==> src/rtl/core/pipwl_pkg.sv <==
// ----------------------------------------------------------------------------
// pipwl_pkg: shared constants, types and tables
// Sizes, item kind codes, the arctangent table and the ring record and CORDIC control structs.
// ----------------------------------------------------------------------------
package pipwl_pkg;

    localparam int MaxVertices = 4096;
    localparam int MaxRings    = 256;
    localparam int AngleBits   = 16;
    localparam int CordicSteps = 16;

    localparam int VaW = $clog2(MaxVertices);
    localparam int VcW = VaW + 1;
    localparam int RaW = $clog2(MaxRings);
    localparam int RcW = RaW + 1;
    // query coordinates after scaling: 26-bit signed times 20 fits in 31 bits,
    // vertex minus query fits in 34 bits
    localparam int QW  = 32;
    localparam int DW  = 34;
    localparam int CW  = DW + 2;
    localparam int SW  = AngleBits + VcW + 1;
    localparam int CsW = $clog2(CordicSteps + 1);

    localparam logic [1:0] KIND_VERTEX = 2'd0;
    localparam logic [1:0] KIND_QUERY  = 2'd1;
    localparam logic [1:0] KIND_CLEAR  = 2'd2;

    typedef struct packed {
        logic [VaW-1:0] first;
        logic [VcW-1:0] total;
        logic [31:0]    min_x;
        logic [31:0]    min_y;
        logic [31:0]    max_x;
        logic [31:0]    max_y;
    } ring_rec_t;

    typedef struct packed {
        logic start;
        logic busy;
        logic done;
    } cordic_ctl_t;

    function automatic logic [31:0] atan_entry(input logic [4:0] i);
        logic [31:0] t;
        begin
            case (i)
                5'd0:  t = 32'h20000000;
                5'd1:  t = 32'h12E4051D;
                5'd2:  t = 32'h09FB385B;
                5'd3:  t = 32'h051111D4;
                5'd4:  t = 32'h028B0D43;
                5'd5:  t = 32'h0145D7E1;
                5'd6:  t = 32'h00A2F61E;
                5'd7:  t = 32'h00517C55;
                5'd8:  t = 32'h0028BE53;
                5'd9:  t = 32'h00145F2E;
                5'd10: t = 32'h000A2F98;
                5'd11: t = 32'h000517CC;
                5'd12: t = 32'h00028BE6;
                5'd13: t = 32'h000145F3;
                5'd14: t = 32'h0000A2F9;
                5'd15: t = 32'h0000517C;
                5'd16: t = 32'h000028BE;
                5'd17: t = 32'h0000145F;
                5'd18: t = 32'h00000A2F;
                5'd19: t = 32'h00000517;
                5'd20: t = 32'h0000028B;
                5'd21: t = 32'h00000145;
                5'd22: t = 32'h000000A2;
                5'd23: t = 32'h00000051;
                5'd24: t = 32'h00000028;
                5'd25: t = 32'h00000014;
                5'd26: t = 32'h0000000A;
                5'd27: t = 32'h00000005;
                5'd28: t = 32'h00000002;
                5'd29: t = 32'h00000001;
                default: t = 32'h00000000;
            endcase
            return t;
        end
    endfunction

endpackage

==> src/rtl/core/pipwl_cordic.sv <==
// ----------------------------------------------------------------------------
// pipwl_cordic: iterative vectoring CORDIC
// One shift-add step per cycle; returns the angle in AngleBits turn units.
// ----------------------------------------------------------------------------
module pipwl_cordic
    import pipwl_pkg::*;
(
    input  logic                 clk,
    input  logic                 rst_n,
    input  logic                 start,
    input  logic signed [DW-1:0] vec_x,
    input  logic signed [DW-1:0] vec_y,
    output cordic_ctl_t          ctl,
    output logic [AngleBits-1:0] angle
);

    logic signed [CW-1:0] x_reg, x_next;
    logic signed [CW-1:0] y_reg, y_next;
    logic [31:0]          z_reg, z_next;
    logic [CsW-1:0]       step_reg, step_next;
    logic                 busy_reg, busy_next;
    logic                 done_reg, done_next;
    logic signed [CW-1:0] xs, ys, sx, sy;
    logic [31:0]          t;

    assign xs = x_reg >>> step_reg;
    assign ys = y_reg >>> step_reg;
    assign t  = atan_entry(5'(step_reg));
    assign sx = CW'(vec_x);
    assign sy = CW'(vec_y);

    // load, pre-rotate, then iterate
    always_comb
    begin
        x_next    = x_reg;
        y_next    = y_reg;
        z_next    = z_reg;
        step_next = step_reg;
        busy_next = busy_reg;
        done_next = 1'b0;
        if (start)
        begin
            step_next = '0;
            busy_next = 1'b1;
            if (sx < 0)
            begin
                x_next = -sx;
                y_next = -sy;
                z_next = 32'h80000000;
            end
            else
            begin
                x_next = sx;
                y_next = sy;
                z_next = '0;
            end
            if (vec_x == '0 && vec_y == '0)
            begin
                busy_next = 1'b0;
                done_next = 1'b1;
            end
        end
        else if (busy_reg)
        begin
            if (y_reg > 0)
            begin
                x_next = x_reg + ys;
                y_next = y_reg - xs;
                z_next = z_reg + t;
            end
            else
            begin
                x_next = x_reg - ys;
                y_next = y_reg + xs;
                z_next = z_reg - t;
            end
            step_next = step_reg + 1'b1;
            if (step_reg == CsW'(CordicSteps - 1))
            begin
                busy_next = 1'b0;
                done_next = 1'b1;
            end
        end
    end

    always_ff @(posedge clk or negedge rst_n)
    begin
        if (!rst_n)
        begin
            busy_reg <= 1'b0;
            done_reg <= 1'b0;
            step_reg <= '0;
        end
        else
        begin
            busy_reg <= busy_next;
            done_reg <= done_next;
            step_reg <= step_next;
        end
    end

    always_ff @(posedge clk)
    begin
        x_reg <= x_next;
        y_reg <= y_next;
        z_reg <= z_next;
    end

    assign ctl.start = start;
    assign ctl.busy  = busy_reg;
    assign ctl.done  = done_reg;
    assign angle     = z_reg[31 -: AngleBits];

endmodule

==> config.mk <==
export PLATFORM = sky130hd
export DESIGN_NAME = pipwl_cordic
export DESIGN_NICKNAME = d
export VERILOG_FILES = /design/src/rtl/core/pipwl_pkg.sv /design/src/rtl/core/pipwl_cordic.sv
export SDC_FILE = /design/constraint.sdc
export NUM_CORES = 1
export LEC_CHECK = 0
export BUFFER_PORTS_ARGS = -buffer_cell sky130_fd_sc_hd__buf_2
export CAP_MARGIN = 15
export CORE_UTILIZATION = 40
export CTS_CLUSTER_DIAMETER = 30
export DETAILED_ROUTE_END_ITERATION = 10
export SYNTH_ARGS = -nofsm -noshare
export SYNTH_HDL_FRONTEND = slang
export SYNTH_SLANG_ARGS = --single-unit
==> constraint.sdc <==
create_clock -name clk -period 8.55 [get_ports clk]
set_input_delay 1.71 -clock clk [delete_from_list [all_inputs] [get_ports clk]]
set_output_delay 1.71 -clock clk [all_outputs]
set_load 0.01 [all_outputs]
==> flow_summary.toml, run 1 <==
[clocking]
cts_resized = 0
clkTransAtPathRegs_ns = 0.08
cts-htree-levels = 3
cts_root_buf = "clkbuf_16"
insertion_delay_ns = 0.41
cts_buffer_depth = 2
hold_buffers = 0
cts_buffers = 9
cts_tree = "yes"
post-cts-setup-buffer-count = 0
cts_num_sinks = 111

[setup_path]
worst-r2r-cell-count = 22
criticalPathCategory = "register to register"
worstPathCellList = "buf_4, buf_4, mux4_2, mux2i_1, a221oi_1, nor3_1, nor4b_2, nand4_1, or3_1, or2_1, o31ai_2, a21oi_1, a211oi_1, ha_1, o21a_1, nor2_1, nor2b_1, nand3_1, a21oi_1, nor4_1, or4_1, nand2_1"
cp-end-kind = "register"
critPathRequiredTime_ns = 8.83
arrival_ns = 7.78
crit_fanout = 73
path_depth = 22
path_buf_inv = 2
cpLargestDelayFamily = "simple AND/OR/NAND/NOR gates"
crit_slowest_cell = "dfrtp_4"
startpoint_type = "register"
cpPeakStageDelay_ns = 1.05

[synthesis]
synth_area_sq_um = 18700
async_reset_ff_share_pct = 6.31
synth_edf_count = 104
ys_seq_area_share_pct = 17.7
syn-num-nets = 2433
synth_flop_cell = "edfxtp_1"
syn_inst = 2246
yosysWarnings = 0
synth_seq_cells = 111
synth.distinct_cells = 94
synth.avg_cell_area_sq_um = 8.30

[global_routing]
grtUsageTotal_pct = 26.7
grt_pass1_wl_mm = 99.3
grt_max_degree = 74
grt_pass1_vias = 17500
antenna_found_initial = 0
grt.overflow.total = 0

[routing]
ant_nets = 0
num_vias = 18300
finalWirelength_mm = 63.6
drc = 0
wl_per_cell_microns = 22.5
viasPerCell = 6.49
dr.pass1.iters = 9
drtIter0Drc = 1622

[sta]
min_period_over_period_pct = 87.7
report.final.slew_viol_count = 0
rsz0062_at_grt = "no"
hold_viol = 0
fin_skew_ns = 0.0173
clock.fmax_mhz = 133
slew_headroom_pct = 29.4
tns_ns = 0
tightestPinTransition_ns = 1.05
setup_viol = 0
fin_crit_ns = 7.50

[cells_and_area]
antenna_cells = 0
drive_above_1_share_pct = 13.2
layout_common_cells = "nor2_1, nand2_1, a21oi_1"
area_growth_syn_to_layout_pct = 5.30
finalNetCount = 2410

[floorplanning]
ios = 90
initial_core_util_pct = 40.8
die_y_microns = 218
dieArea_sq_um = 47500
die_w_microns = 218
core_sq_um = 45700
rows = 78

[place]
port_buffers = 89
gp_congestion = 0.990
dp_hpwl_mm = 48.2

[min_path]
hold_depth = 3
hp-class = "register to register"

[status]
status = "completed"

[run]
max_cap_violations = 0
-- metrics by stage --
stage	hold slack, ns	util [%]	worst slack (ns)	std cells	area, sq um
after detailed placement	0.727	42.4	1.20	2812	19400
after CTS	0.740	43.0	1.17	2828	19600
final	0.734	43.0	1.05	2828	19600
after floorplan	0.697	-	2.22	2246	18700
after global placement	0.719	42.4	1.27	2812	19400
after global routing	0.796	43.0	0.589	2828	19600
-- synthesized netlist by cell type, types with 14 or more instances --
| cell | number | area share (%) |
|---|---|---|
| clkbuf_1 | 75 | 1.5 |
| edfxtp_1 | 104 | 17 |
| a21o_1 | 47 | 1.9 |
| buf_4 | 27 | 1.1 |
| ha_1 | 113 | 7.6 |
| nand2b_1 | 33 | 1.1 |
| nor2b_1 | 30 | 1.0 |
| or3_1 | 27 | 0.91 |
| nand2_1 | 191 | 3.8 |
| a21oi_1 | 179 | 4.8 |
| nor3_1 | 38 | 1.0 |
| o211ai_1 | 23 | 0.93 |
| o31ai_1 | 37 | 1.5 |
| mux2_2 | 35 | 2.1 |
| a211oi_1 | 32 | 1.3 |
| and3_1 | 18 | 0.60 |
| mux2i_1 | 81 | 4.3 |
| nor2_1 | 191 | 3.8 |
| nand3_1 | 34 | 0.91 |
| and2_1 | 17 | 0.57 |
| nor4_1 | 20 | 0.67 |
| or2_2 | 16 | 0.54 |
| a31oi_1 | 27 | 0.91 |
| xor2_1 | 98 | 4.6 |
| buf_1 | 23 | 0.46 |
| buf_2 | 25 | 0.67 |
| o22ai_1 | 29 | 0.97 |
| o21ai_0 | 177 | 4.7 |
| inv_1 | 51 | 1.0 |
| xnor2_1 | 128 | 6.0 |
| o21bai_1 | 15 | 0.60 |
| mux4_2 | 80 | 9.7 |
| o21a_1 | 21 | 0.85 |
| nand4_1 | 14 | 0.47 |
| or4_1 | 15 | 0.60 |
-- kinds of logic after synthesis --
family / after synthesis / share of synthesized area, %
simple gates: 675 / 17.5
xor+xnor: 227 / 10.7
compound gates: 705 / 24.1
buf+inv: 211 / 5.18
fa+ha+maj: 116 / 7.90
flops: 111 / 17.7
mux: 201 / 16.8
-- tightest hold or removal path, stage by stage (launching register included) --
cell,delay (ns)
edfxtp_1,0.36
inv_1,0.06
ha_1,0.12
nor2_1,0.04
-- final timing paths --
| path | startpoint | to | slack [ns] |
|---|---|---|---|
| min reg2reg | z_reg[0] | z_reg[0] | 0.73 |
| min in group asynchronous | rst_n | step_reg[2] | 1.13 |
| max in group asynchronous | rst_n | step_reg[1] | 7.25 |
| max | step_reg[2] | x_reg[35] | 1.05 |
| max reg2reg | step_reg[2] | x_reg[35] | 1.05 |
| min | z_reg[0] | z_reg[0] | 0.73 |
-- cell type report --
| type | instances | area [sq um] |
|---|---|---|
| well taps | 600 | 751 |
| clock buffers | 10 | 229 |
| clock inverters | 6 | 42.5 |
| flip-flops and latches | 111 | 3310 |
| repair buffers | 121 | 701 |
| inverters | 56 | 210 |
| multi-input cells | 1924 | 14400 |
| fillers | 4564 | 26000 |
-- metal layers --
| metal | routed length [microns] | global-route usage [%] | vias to the layer above |
|---|---|---|---|
| li1 | - | - | 8473 |
| met1 | 26900 | 34.6 | 8877 |
| met2 | 29400 | 42.8 | 814 |
| met3 | 4330 | 4.23 | 181 |
| met4 | 3020 | 13.7 | 0 |
| met5 | 0 | 0 | - |
Power of run 1 is left out: the tool's default activity adds up to more than one toggle a clock period on the data nets, which glitch-free logic cannot reach.
==> run 2: changes to the inputs <==
Settings changed: PLACE_DENSITY set to 0.53.
==> flow_summary.toml, run 2 (synthesis results as in run 1) <==
[status]
status = "completed"

[global_routing]
grt_max_degree = 75
grt.overflow.total = 0
grt_pass1_wl_mm = 102
grt_pass1_vias = 17600
antenna_found_initial = 0
grtUsageTotal_pct = 27.6

[sta]
fin_skew_ns = 0.0141
tns_ns = 0
report.final.slew_viol_count = 0
setup_viol = 0
setup_ws_ns = 1.01
tightestPinTransition_ns = 1.25
slew_headroom_pct = 16.6
min_period_over_period_pct = 88.2
clock.fmax_mhz = 133
hold_viol = 0
rsz0062_at_grt = "no"
fin_crit_ns = 7.54

[clocking]
cts_num_sinks = 111
cts-htree-levels = 3
cts_buffers = 9
cts_tree = "yes"
post-cts-setup-buffer-count = 0
cts_root_buf = "clkbuf_16"
cts_buffer_depth = 2
insertion_delay_ns = 0.42
hold_buffers = 0
cts_resized = 0
clkTransAtPathRegs_ns = 0.09

[place]
pre_cts_ws_ns = 1.20
place_area_sq_um = 19400
gp_congestion = 0.992
port_buffers = 89
dp_hpwl_mm = 49.7

[routing]
viasPerCell = 6.40
num_vias = 18100
maxUsedRoutingLayer = "met4"
finalWirelength_mm = 65.8
wl_met2_mm = 31.0
wl_met3_mm = 4.28
wl_per_cell_microns = 23.3
drtIter0Drc = 1607
met1_length_mm = 28.6
drc = 0
ant_nets = 0
dr.pass1.iters = 6

[setup_path]
startpoint_type = "register"
crit_fanout = 49
criticalPathCategory = "register to register"
cp-end-kind = "register"
arrival_ns = 7.67
critPathRequiredTime_ns = 8.69

[floorplanning]
core_sq_um = 45700
die_y_microns = 218
ios = 90
dieArea_sq_um = 47500
rows = 78
initial_core_util_pct = 40.8
die_w_microns = 218

[cells_and_area]
multi_input_area_sq_um = 14400
seq_area_sq_um = 3310
drive_above_1_share_pct = 13.2
fin_area_sq_um = 19700
area_growth_syn_to_layout_pct = 5.36
finalNetCount = 2409
antenna_cells = 0
layout_common_cells = "nor2_1, nand2_1, a21oi_1"
fillers = 4627

[run]
max_cap_violations = 0

[min_path]
hp-class = "register to register"
run 2: cell types whose count changed in the layout (fill, tap and decap cells not counted), sizes merged:
cell,delta
buf,-1
clkbuf,-1
inv,+1
run 2: path summary, 6_finish.rpt:
| check | start | to | slack (ns) | cells after the start |
|---|---|---|---|---|
| setup / recovery | step_reg[0] | y_reg[35] | 1.01 | 23 |
| hold / removal | z_reg[0] | z_reg[0] | 0.74 | 3 |
| setup reg to reg | step_reg[0] | y_reg[35] | 1.01 | 23 |
| max in group asynchronous | rst_n | step_reg[1] | 7.25 | 1 |
| min in group asynchronous | rst_n | done_reg | 1.11 | 1 |
| hold reg to reg | z_reg[0] | z_reg[0] | 0.74 | 3 |
run 2: cell type report:
| class | instances | area share [%] |
|---|---|---|
| multi-input combinational | 1924 | 73.3 |
| sequential | 111 | 16.9 |
| tap | 600 | 3.82 |
| timing repair buffer | 120 | 3.55 |
| clock buffer | 9 | 1.15 |
| inverter | 56 | 1.07 |
| clock inverter | 7 | 0.312 |
run 2: worst max-delay path, cell delays in order (launching register included):
cell,delay [ns]
dfrtp_4,0.92
buf_4,0.43
mux2i_1,0.42
o22ai_1,0.16
or2_0,0.36
a211oi_1,0.61
nand4_1,0.24
nor2_1,0.21
nand3_1,0.21
o31a_1,0.40
o21bai_1,0.30
xor2_1,0.23
ha_1,0.44
nand3_1,0.19
nor4_1,0.35
o21ai_0,0.19
a41oi_1,0.31
o21ai_0,0.19
o21ai_0,0.24
nand2_1,0.12
a21boi_0,0.28
a221oi_1,0.14
xnor3_1,0.21
a21oi_1,0.06
run 2: layer usage:
layer / global-route usage (%) / up-vias
met3: 4.18 / 116
met4: 9.28 / 0
met2: 45.7 / 662
li1: - / 8453
met5: 0 / -
met1: 36.4 / 8858
run 2: stage by stage:
stage / instances / utilization (%) / hold slack, ns
after floorplan: 2246 / - / 0.697
after global placement: 2810 / 42.4 / 0.728
after detailed placement: 2811 / 42.4 / 0.737
after global routing: 2827 / 43.0 / 0.823
after CTS: 2827 / 43.0 / 0.749
final: 2827 / 43.0 / 0.744
Power of run 2 is left out for the same reason.
